### src/hdl/circ_pkg.sv
// ----------------------------------------------------------------------------
// circ_pkg: shared constants and types for the circle outline plotter
// Field widths, serial unit sizes and the sequencer state type.
// ----------------------------------------------------------------------------
package circ_pkg;

    // field widths
    localparam int COORD_BITS = 11;
    localparam int RAD_BITS   = 10;
    localparam int OUT_BITS   = 13;
    localparam int PIX_BITS   = 8;

    // derived widths for the serial units
    localparam int SQ_BITS    = 2 * RAD_BITS;     // radius squared
    localparam int OFF_BITS   = RAD_BITS + 1;     // offsets, rounded root
    localparam int REM_BITS   = RAD_BITS + 1;     // root remainder
    localparam int CNT_BITS   = $clog2(RAD_BITS); // serial step counter

    // eight symmetric pixels per offset pair
    localparam int K_BITS     = 3;
    localparam logic [K_BITS-1:0] PIX_LAST = K_BITS'(7);

    localparam logic [PIX_BITS-1:0] PIX_RESET = PIX_BITS'(255);

    typedef enum logic [1:0] {
        ST_IDLE,
        ST_SQUARE,
        ST_ROOT,
        ST_EMIT
    } t_state;

endpackage

### src/hdl/circ_in_if.sv
// ----------------------------------------------------------------------------
// circ_in_if: command channel
// Carries start / step items with centre and radius.
// ----------------------------------------------------------------------------
interface circ_in_if import circ_pkg::*; ();
    logic                  valid;
    logic                  ready;
    logic                  action;
    logic [COORD_BITS-1:0] center_x;
    logic [COORD_BITS-1:0] center_y;
    logic [RAD_BITS-1:0]   radius;

    modport source (output valid, action, center_x, center_y, radius, input ready);
    modport sink   (input valid, action, center_x, center_y, radius, output ready);
endinterface

### src/hdl/circ_out_if.sv
// ----------------------------------------------------------------------------
// circ_out_if: pixel channel
// Carries one pixel write per item.
// ----------------------------------------------------------------------------
interface circ_out_if import circ_pkg::*; ();
    logic                       valid;
    logic                       ready;
    logic signed [OUT_BITS-1:0] pixel_x;
    logic signed [OUT_BITS-1:0] pixel_y;
    logic [PIX_BITS-1:0]        intensity;
    logic                       last_in_step;
    logic                       circle_done;

    modport source (output valid, pixel_x, pixel_y, intensity, last_in_step,
                    circle_done, input ready);
    modport sink   (input valid, pixel_x, pixel_y, intensity, last_in_step,
                    circle_done, output ready);
endinterface

### src/hdl/circ_sq.sv
// ----------------------------------------------------------------------------
// circ_sq: bit-serial squarer
// Shift-add square of the radius, one multiplier bit per cycle.
// ----------------------------------------------------------------------------
module circ_sq import circ_pkg::*; (
    input  logic                i_clk,
    input  logic                i_rst_n,
    input  logic                i_start,
    input  logic [RAD_BITS-1:0] i_operand,
    output logic                o_done,
    output logic [SQ_BITS-1:0]  o_square
);

    logic                r_run, n_run;
    logic                r_done, n_done;
    logic [CNT_BITS-1:0] r_cnt, n_cnt;
    logic [SQ_BITS-1:0]  r_mcand, n_mcand;
    logic [RAD_BITS-1:0] r_mplier, n_mplier;
    logic [SQ_BITS-1:0]  r_acc, n_acc;

    // one partial product per cycle
    always_comb begin
        n_run    = r_run;
        n_done   = 1'b0;
        n_cnt    = r_cnt;
        n_mcand  = r_mcand;
        n_mplier = r_mplier;
        n_acc    = r_acc;
        if (i_start) begin
            n_run    = 1'b1;
            n_cnt    = '0;
            n_mcand  = SQ_BITS'(i_operand);
            n_mplier = i_operand;
            n_acc    = '0;
        end else if (r_run) begin
            if (r_mplier[0]) begin
                n_acc = r_acc + r_mcand;
            end
            n_mcand  = {r_mcand[SQ_BITS-2:0], 1'b0};
            n_mplier = {1'b0, r_mplier[RAD_BITS-1:1]};
            n_cnt    = r_cnt + 1'b1;
            if (r_cnt == CNT_BITS'(RAD_BITS - 1)) begin
                n_run  = 1'b0;
                n_done = 1'b1;
            end
        end
    end

    always_ff @(posedge i_clk) begin
        if (!i_rst_n) begin
            r_run  <= 1'b0;
            r_done <= 1'b0;
        end else begin
            r_run  <= n_run;
            r_done <= n_done;
        end
        r_cnt    <= n_cnt;
        r_mcand  <= n_mcand;
        r_mplier <= n_mplier;
        r_acc    <= n_acc;
    end

    assign o_done   = r_done;
    assign o_square = r_acc;

endmodule

### src/hdl/circ_rroot.sv
// ----------------------------------------------------------------------------
// circ_rroot: digit-serial rounded square root
// Restoring root, two radicand bits in and one root bit out per cycle,
// then round half up from the remainder.
// ----------------------------------------------------------------------------
module circ_rroot import circ_pkg::*; (
    input  logic                i_clk,
    input  logic                i_rst_n,
    input  logic                i_start,
    input  logic [SQ_BITS-1:0]  i_value,
    output logic                o_done,
    output logic [OFF_BITS-1:0] o_root
);

    logic                r_run, n_run;
    logic                r_done, n_done;
    logic [CNT_BITS-1:0] r_cnt, n_cnt;
    logic [SQ_BITS-1:0]  r_val, n_val;
    logic [REM_BITS-1:0] r_rem, n_rem;
    logic [RAD_BITS-1:0] r_root, n_root;

    logic [REM_BITS+1:0] w_part;
    logic [REM_BITS+1:0] w_trial;

    // one root digit per cycle
    always_comb begin
        n_run   = r_run;
        n_done  = 1'b0;
        n_cnt   = r_cnt;
        n_val   = r_val;
        n_rem   = r_rem;
        n_root  = r_root;
        w_part  = {r_rem, r_val[SQ_BITS-1 -: 2]};
        w_trial = (REM_BITS + 2)'({r_root, 2'b01});
        if (i_start) begin
            n_run  = 1'b1;
            n_cnt  = '0;
            n_val  = i_value;
            n_rem  = '0;
            n_root = '0;
        end else if (r_run) begin
            n_val = {r_val[SQ_BITS-3:0], 2'b00};
            if (w_part >= w_trial) begin
                n_rem  = REM_BITS'(w_part - w_trial);
                n_root = {r_root[RAD_BITS-2:0], 1'b1};
            end else begin
                n_rem  = REM_BITS'(w_part);
                n_root = {r_root[RAD_BITS-2:0], 1'b0};
            end
            n_cnt = r_cnt + 1'b1;
            if (r_cnt == CNT_BITS'(RAD_BITS - 1)) begin
                n_run  = 1'b0;
                n_done = 1'b1;
            end
        end
    end

    always_ff @(posedge i_clk) begin
        if (!i_rst_n) begin
            r_run  <= 1'b0;
            r_done <= 1'b0;
        end else begin
            r_run  <= n_run;
            r_done <= n_done;
        end
        r_cnt  <= n_cnt;
        r_val  <= n_val;
        r_rem  <= n_rem;
        r_root <= n_root;
    end

    // round half up: remainder above floor root means the next integer
    assign o_done = r_done;
    assign o_root = OFF_BITS'(r_root) + OFF_BITS'(r_rem > OFF_BITS'(r_root));

endmodule

### src/hdl/circle_octant_rounded_plotter.sv
// ----------------------------------------------------------------------------
// circle_octant_rounded_plotter: circle outline generator
// A start or a step of an open circle yields one offset pair and eight symmetric pixels.
//
//   channel   dir  handshake            payload
//   i_item    in   valid / ready        action, center_x, center_y, radius
//   o_pixel   out  valid / ready        pixel_x, pixel_y, intensity, flags
//   cfg       in   i_cfg_we             i_cfg_wdata (pixel value)
//
// A step runs the serial root, latches it, emits the eight pixels and
// goes back to idle to take the next item. A start first runs the serial
// radius square and hands it to the root. Both serial units retire one
// bit per cycle. Synchronous reset clears the sequencer, busy flag and
// output valid. A stalled pixel holds; the next item is taken while the
// last pixel waits.
// ----------------------------------------------------------------------------
module circle_octant_rounded_plotter import circ_pkg::*; (
    input  logic                i_clk,
    input  logic                i_rst_n,
    input  logic                i_cfg_we,
    input  logic [PIX_BITS-1:0] i_cfg_wdata,
    circ_in_if.sink             i_item,
    circ_out_if.source          o_pixel
);

    t_state r_state, n_state;

    logic                  r_busy, n_busy;
    logic                  r_last, n_last;
    logic [K_BITS-1:0]     r_k, n_k;
    logic [COORD_BITS-1:0] r_cx, n_cx;
    logic [COORD_BITS-1:0] r_cy, n_cy;
    logic [SQ_BITS-1:0]    r_r2, n_r2;
    logic [SQ_BITS-1:0]    r_sq_x, n_sq_x;
    logic [OFF_BITS-1:0]   r_off_x, n_off_x;
    logic [OFF_BITS-1:0]   r_off_y, n_off_y;
    logic [PIX_BITS-1:0]   r_pixel_value;

    logic                  r_out_valid, n_out_valid;
    logic [OUT_BITS-1:0]   r_px, n_px;
    logic [OUT_BITS-1:0]   r_py, n_py;
    logic [PIX_BITS-1:0]   r_int, n_int;
    logic                  r_lis, n_lis;
    logic                  r_cdone, n_cdone;

    logic                  w_sq_start, w_sq_done;
    logic [SQ_BITS-1:0]    w_square;
    logic                  w_root_start, w_root_done;
    logic [SQ_BITS-1:0]    w_root_val;
    logic [OFF_BITS-1:0]   w_root;
    logic [OFF_BITS-1:0]   w_dx, w_dy;

    circ_sq u_sq (
        .i_clk     (i_clk),
        .i_rst_n   (i_rst_n),
        .i_start   (w_sq_start),
        .i_operand (i_item.radius),
        .o_done    (w_sq_done),
        .o_square  (w_square)
    );

    circ_rroot u_root (
        .i_clk   (i_clk),
        .i_rst_n (i_rst_n),
        .i_start (w_root_start),
        .i_value (w_root_val),
        .o_done  (w_root_done),
        .o_root  (w_root)
    );

    // swap on the upper four pixels
    assign w_dx = r_k[2] ? r_off_y : r_off_x;
    assign w_dy = r_k[2] ? r_off_x : r_off_y;

    // sequencer
    always_comb begin
        n_state      = r_state;
        n_busy       = r_busy;
        n_last       = r_last;
        n_k          = r_k;
        n_cx         = r_cx;
        n_cy         = r_cy;
        n_r2         = r_r2;
        n_sq_x       = r_sq_x;
        n_off_x      = r_off_x;
        n_off_y      = r_off_y;
        n_out_valid  = r_out_valid;
        n_px         = r_px;
        n_py         = r_py;
        n_int        = r_int;
        n_lis        = r_lis;
        n_cdone      = r_cdone;
        w_sq_start   = 1'b0;
        w_root_start = 1'b0;
        w_root_val   = r_r2 - r_sq_x;

        if (r_out_valid && o_pixel.ready) begin
            n_out_valid = 1'b0;
        end

        unique case (r_state)
            ST_IDLE: begin
                if (i_item.valid) begin
                    if (!i_item.action) begin
                        n_cx       = i_item.center_x;
                        n_cy       = i_item.center_y;
                        n_off_x    = '0;
                        n_sq_x     = '0;
                        n_busy     = 1'b1;
                        w_sq_start = 1'b1;
                        n_state    = ST_SQUARE;
                    end else if (r_busy) begin
                        w_root_start = 1'b1;
                        n_state      = ST_ROOT;
                    end
                end
            end
            ST_SQUARE: begin
                if (w_sq_done) begin
                    n_r2         = w_square;
                    w_root_val   = w_square;
                    w_root_start = 1'b1;
                    n_state      = ST_ROOT;
                end
            end
            ST_ROOT: begin
                if (w_root_done) begin
                    n_off_y = w_root;
                    // done once y falls below the next x
                    n_last  = (w_root <= r_off_x);
                    if (w_root <= r_off_x) begin
                        n_busy = 1'b0;
                    end
                    n_k     = '0;
                    n_state = ST_EMIT;
                end
            end
            ST_EMIT: begin
                if (!r_out_valid || o_pixel.ready) begin
                    n_out_valid = 1'b1;
                    n_px    = r_k[1] ? OUT_BITS'(r_cx) - OUT_BITS'(w_dx)
                                     : OUT_BITS'(r_cx) + OUT_BITS'(w_dx);
                    n_py    = r_k[0] ? OUT_BITS'(r_cy) - OUT_BITS'(w_dy)
                                     : OUT_BITS'(r_cy) + OUT_BITS'(w_dy);
                    n_int   = r_pixel_value;
                    n_lis   = (r_k == PIX_LAST);
                    n_cdone = (r_k == PIX_LAST) && r_last;
                    n_k     = r_k + 1'b1;
                    if (r_k == PIX_LAST) begin
                        // advance x and keep x squared incrementally
                        n_off_x = r_off_x + 1'b1;
                        n_sq_x  = r_sq_x + SQ_BITS'({r_off_x, 1'b1});
                        n_state = ST_IDLE;
                    end
                end
            end
            default: n_state = ST_IDLE;
        endcase
    end

    always_ff @(posedge i_clk) begin
        if (!i_rst_n) begin
            r_state       <= ST_IDLE;
            r_busy        <= 1'b0;
            r_out_valid   <= 1'b0;
            r_pixel_value <= PIX_RESET;
            r_off_x       <= '0;
            r_off_y       <= '0;
            r_sq_x        <= '0;
            r_r2          <= '0;
            r_cx          <= '0;
            r_cy          <= '0;
        end else begin
            r_state     <= n_state;
            r_busy      <= n_busy;
            r_out_valid <= n_out_valid;
            r_off_x     <= n_off_x;
            r_off_y     <= n_off_y;
            r_sq_x      <= n_sq_x;
            r_r2        <= n_r2;
            r_cx        <= n_cx;
            r_cy        <= n_cy;
            if (i_cfg_we) begin
                r_pixel_value <= i_cfg_wdata;
            end
        end
        r_last  <= n_last;
        r_k     <= n_k;
        r_px    <= n_px;
        r_py    <= n_py;
        r_int   <= n_int;
        r_lis   <= n_lis;
        r_cdone <= n_cdone;
    end

    assign i_item.ready         = (r_state == ST_IDLE);
    assign o_pixel.valid        = r_out_valid;
    assign o_pixel.pixel_x      = $signed(r_px);
    assign o_pixel.pixel_y      = $signed(r_py);
    assign o_pixel.intensity    = r_int;
    assign o_pixel.last_in_step = r_lis;
    assign o_pixel.circle_done  = r_cdone;

`ifndef ASSERT_OFF
    a_done_on_last: assert property (@(posedge i_clk) disable iff (!i_rst_n)
        o_pixel.valid && o_pixel.circle_done |-> o_pixel.last_in_step)
        else $error("circle_done without last_in_step");

    a_sq_done_state: assert property (@(posedge i_clk) disable iff (!i_rst_n)
        w_sq_done |-> r_state == ST_SQUARE)
        else $error("squarer finished outside square phase");

    a_root_done_state: assert property (@(posedge i_clk) disable iff (!i_rst_n)
        w_root_done |-> r_state == ST_ROOT)
        else $error("root finished outside root phase");

    a_emit_begin: assert property (@(posedge i_clk) disable iff (!i_rst_n)
        r_state == ST_ROOT && w_root_done |=> r_state == ST_EMIT && r_k == '0)
        else $error("pixel phase did not start at first pixel");
`endif

endmodule

### src/flat_wrapper.sv
// flat-port wrapper written by rule: the top's interface ports become plain ports
module circle_octant_rounded_plotter_flat import circ_pkg::*;
  (i_clk, i_rst_n, i_cfg_we, i_cfg_wdata, i_item_valid, i_item_action, i_item_center_x, i_item_center_y, i_item_radius, i_item_ready, o_pixel_valid, o_pixel_pixel_x, o_pixel_pixel_y, o_pixel_intensity, o_pixel_last_in_step, o_pixel_circle_done, o_pixel_ready);
  circ_in_if i_item_i ();
  circ_out_if o_pixel_i ();
  input  logic i_clk;
  input  logic i_rst_n;
  input  logic i_cfg_we;
  input  logic [PIX_BITS-1:0] i_cfg_wdata;
  input wire logic [$bits(i_item_i.valid)-1:0] i_item_valid;
  input wire logic [$bits(i_item_i.action)-1:0] i_item_action;
  input wire logic [$bits(i_item_i.center_x)-1:0] i_item_center_x;
  input wire logic [$bits(i_item_i.center_y)-1:0] i_item_center_y;
  input wire logic [$bits(i_item_i.radius)-1:0] i_item_radius;
  output wire logic [$bits(i_item_i.ready)-1:0] i_item_ready;
  output wire logic [$bits(o_pixel_i.valid)-1:0] o_pixel_valid;
  output wire logic [$bits(o_pixel_i.pixel_x)-1:0] o_pixel_pixel_x;
  output wire logic [$bits(o_pixel_i.pixel_y)-1:0] o_pixel_pixel_y;
  output wire logic [$bits(o_pixel_i.intensity)-1:0] o_pixel_intensity;
  output wire logic [$bits(o_pixel_i.last_in_step)-1:0] o_pixel_last_in_step;
  output wire logic [$bits(o_pixel_i.circle_done)-1:0] o_pixel_circle_done;
  input wire logic [$bits(o_pixel_i.ready)-1:0] o_pixel_ready;
  assign i_item_i.valid = i_item_valid;
  assign i_item_i.action = i_item_action;
  assign i_item_i.center_x = i_item_center_x;
  assign i_item_i.center_y = i_item_center_y;
  assign i_item_i.radius = i_item_radius;
  assign i_item_ready = i_item_i.ready;
  assign o_pixel_valid = o_pixel_i.valid;
  assign o_pixel_pixel_x = o_pixel_i.pixel_x;
  assign o_pixel_pixel_y = o_pixel_i.pixel_y;
  assign o_pixel_intensity = o_pixel_i.intensity;
  assign o_pixel_last_in_step = o_pixel_i.last_in_step;
  assign o_pixel_circle_done = o_pixel_i.circle_done;
  assign o_pixel_i.ready = o_pixel_ready;
  circle_octant_rounded_plotter u_core (.i_clk(i_clk), .i_rst_n(i_rst_n), .i_cfg_we(i_cfg_we), .i_cfg_wdata(i_cfg_wdata), .i_item(i_item_i), .o_pixel(o_pixel_i));
endmodule
### config.mk
export PLATFORM = sky130hd
export DESIGN_NAME = circle_octant_rounded_plotter_flat
export DESIGN_NICKNAME = d
export VERILOG_FILES = /design/src/hdl/circ_pkg.sv /design/src/hdl/circ_in_if.sv /design/src/hdl/circ_out_if.sv /design/src/hdl/circ_sq.sv /design/src/hdl/circ_rroot.sv /design/src/hdl/circle_octant_rounded_plotter.sv /design/src/flat_wrapper.sv
export SDC_FILE = /design/constraint.sdc
export NUM_CORES = 1
export LEC_CHECK = 0
export ABC_AREA = 1
export BUFFER_PORTS_ARGS = -buffer_cell sky130_fd_sc_hd__buf_2
export CORE_UTILIZATION = 55
export DETAILED_ROUTE_END_ITERATION = 8
export GPL_TIMING_DRIVEN = 1
export PLACE_DENSITY = 0.81
export SETUP_SLACK_MARGIN = 0.02
export SLEW_MARGIN = 20
export SYNTH_ARGS = -nofsm -noshare
export SYNTH_HDL_FRONTEND = slang
export SYNTH_HIERARCHICAL = 1
export SYNTH_SLANG_ARGS = --single-unit
### constraint.sdc
create_clock -name i_clk -period 6.7 [get_ports i_clk]
set_input_delay 1.005 -clock i_clk [delete_from_list [all_inputs] [get_ports i_clk]]
set_output_delay 1.005 -clock i_clk [all_outputs]
set_load 0.005 [all_outputs]
==> run_results.csv <==
group,metric,value,unit
outcome,status,"completed",
final_layout,area_growth,10.11,%
power_and_ir_drop,clkPwrFrac,25.3,%
drt,finalWirelength,38.59,mm
logic_synthesis,synth_mux_area_share,0.1271,%
drt,ant_nets,0,
grt,grt_pass1_wl,63.78,mm
final_layout,seqCellArea,5585,sq um
critical_path,cp_slowest_cell,"ha_1",
power_and_ir_drop,switching_share,40.14,%
clock_tree,clock-root-buffer,"clkbuf_16",
power_and_ir_drop,p_per_area,338.6,nW/um^2
clock_tree,clockBufferDepth,3,
logic_synthesis,synth_area,15760,sq um
placement,io_buffer_count,83,
final_layout,antennaDiodeCount,0,
logic_synthesis,yosys.area_share.adder,11.29,%
floorplanning,placementRows,61,
power_and_ir_drop,power_frac_comb,41.3,%
final_layout,final_cell_area,17350,sq um
final_layout,final_cell_mix,"698 x nand2_1, 308 x inv_1, 173 x a21oi_1",
final_layout,nFillCells,2519,
clock_tree,cts-htree-levels,1,
drt,wire_per_inst,14.24,um
logic_synthesis,postSynthAreaPerCell,6.997,sq um
clock_tree,clkLatencyLatePin,540,ps
final_layout,multiInputGateArea,8722,sq um
placement,place_hpwl,29.22,mm
critical_path,cpPeakStageDelay,360,ps
logic_synthesis,async_reset_ff_share,0,%
critical_path,endpoint_kind,"register",
clock_tree,cts_made_buffers,27,
logic_synthesis,synth-edff-count,80,
critical_path,start_kind,"register",
drt,num_vias,14700,
min_path,holdCritPathClass,"register to register",
grt,antenna_found_initial,0,
logic_synthesis,syn_inst,2252,
critical_path,cp_common_cell,"nand2_1",
logic_synthesis,ys_seq_area_share,35.45,%
final_layout,layout-drive-gt1-share,7.636,%
grt,grt_usage,26.47,%
logic_synthesis,yosys.area.top_type,"dfxtp_1",
clock_tree,cts_resized,0,
drt,drcViolationCount,0,
timing,setup_viol,0,
placement,dpl_cell_area,16430,sq um
logic_synthesis,synth_top_family_by_area,"simple AND/OR/NAND/NOR gates",
logic_synthesis,synthTopCellsByArea,"dfxtp_1 20%, nand2_1 17%, edfxtp_1 15%, ha_1 10%, inv_1 7.4%",
critical_path,arrival,4350,ps
timing,period_minus_slack,3877,ps
floorplanning,coreArea,28010,sq um
clock_tree,cts_sinks,239,
logic_synthesis,syn_nets,2436,
clock_tree,cts_tree,"built",
clock_tree,postCtsHoldBufs,0,
placement,place_inst,2658,
final_layout,nNetsFinal,2494,
floorplanning,die_height,171.3,um
clock_tree,clk_pin_slew_worst_paths,60,ps
job,maxCapViolCount,0,
power_and_ir_drop,p_seq_share,33.5,%
grt,grt_overflow,0,
timing,slew_viol_final,0,
logic_synthesis,ys_ff_latch,239,
grt,grt_pass1_vias,13860,
critical_path,crit_buf_inv,2,
timing,fmax,257.9,MHz
logic_synthesis,synth_warnings,6,
floorplanning,die_w,171.3,um
critical_path,crit_fanout,5,
logic_synthesis,yosysUniqueCellTypes,46,
power_and_ir_drop,p_sw,2.358,mW
timing,finalSetupTns,0,ps
logic_synthesis,synth_compound_area_share,11.93,%
final_layout,finalNonFillerCells,2709,
logic_synthesis,netlist.area_leader.share,20.20,%
power_and_ir_drop,power,5.875,mW
logic_synthesis,synthXorXnorAreaFrac,2.613,%
logic_synthesis,synth-simple-area-share,29.35,%
clock_tree,postCtsSetupRepairBufs,0,
power_and_ir_drop,intPower,3.517,mW
floorplanning,pin_count,84,
placement,place_congestion,0.9343,
timing,worst-slew-pin-transition,991.2,ps
power_and_ir_drop,p_leak,8.677,nW
final_layout,layout_commonest_cell,"nand2_1",
logic_synthesis,synth_flop_cell,"dfxtp_1",
floorplanning,dieArea,29330,sq um
critical_path,path_class,"register to register",
timing,fin_crit_sh,57.87,%
drt,first_pass_iters,7,
power_and_ir_drop,irDropWorstVdd,273.3,uV
grt,grt_max_degree,57,
floorplanning,start_util,56.25,%
drt,dr.first_iter.drc_count,1099,
timing,slew_headroom,33.67,%
timing,finalHoldViolCount,0,
critical_path,path_delay_family,"simple AND/OR/NAND/NOR gates",
drt,via_per_inst,5.427,
timing,finClkSkew,13.19,ps
timing,rsz0062_at_grt,"false",
critical_path,critPathRequiredTime,7170,ps
[final cells by class]
type	instances	share of cell area (%)
clock inverter	11	0.6923
tap	378	2.726
timing repair buffer	90	2.741
sequential	239	32.19
clock buffer	39	4.507
inverter	316	6.866
multi-input combinational	1636	50.27
[synthesized netlist by cell type, types with 7 or more instances]
| library cell | number |
|---|---|
| nand2_1 | 698 |
| inv_1 | 310 |
| a21oi_1 | 173 |
| dfxtp_1 | 159 |
| nor2_1 | 143 |
| nand3_1 | 141 |
| ha_1 | 131 |
| o21ai_0 | 127 |
| edfxtp_1 | 80 |
| nand4_1 | 39 |
| xor2_1 | 38 |
| clkbuf_1 | 37 |
| nor3_1 | 24 |
| o22ai_1 | 19 |
| buf_2 | 13 |
| o21bai_1 | 10 |
| xnor2_1 | 9 |
| nand3b_1 | 8 |
| a31oi_1 | 7 |
| fa_1 | 7 |
| nand2_2 | 7 |
[worst paths after layout]
check	startpoint	end	slack, ps	depth (start not counted)
min reg2reg	u_core/r_pixel_value[3]	u_core/o_pixel.intensity[3]	430	0
max	u_core/u_root/r_root[8]	u_core/r_busy	2820	25
min	u_core/r_pixel_value[3]	u_core/o_pixel.intensity[3]	430	0
max reg2reg	u_core/u_root/r_root[8]	u_core/r_busy	2820	25
[logic make-up (layout without fill, tap and decap cells)]
logic type	after synthesis	after routing
and+or+nand+nor	1094	1094
adders and majority gates	138	138
buffers and inverters	377	456
xor gates and xnor gates	47	47
DFF	239	239
muxes	2	2
AOI/OAI and AO/OA	355	355
[per-stage QoR]
| stage | setup slack (ps) | hold WS, ps | util [%] |
|---|---|---|---|
| floorplan | 3425 | 408.6 | - |
| global placement | 2895 | 413.4 | 58.66 |
| detailed placement | 2809 | 415.5 | 58.66 |
| CTS | 2886 | 430.6 | 61.88 |
| global route | 2484 | 437.6 | 61.94 |
| finish | 2823 | 426.3 | 61.94 |
[sequential cells by signal, summed over array words and instances (netlist names), 13 cells and up]
register,cells
u_core/u_sq/r_mcand,20
u_core/r_sq_x,20
u_core/o_pixel.pixel_x,13
u_core/o_pixel.pixel_y,13
u_core/u_root/r_val,20
u_core/r_r2,20
u_core/u_sq/o_square,20
[power by group through the flow]
stage               clock, mW  sequential [mW]  combinational, mW
floorplan                   0             1.93               1.89
CTS                      1.51             1.97               2.38
detailed placement          0             2.00               2.36
finish                   1.48             1.97               2.42
global route             1.57             1.99               2.75
global placement            0             1.99               2.31
[layer usage]
layer	global-route usage, %	wire, um	part of all wire [%]
met5	0	0	0
met4	8.812	1121	2.9
met3	2.600	2119	5.5
met2	47.37	18380	48
met1	33.19	16970	44
Note: power is estimated with default switching activity, not from simulation.
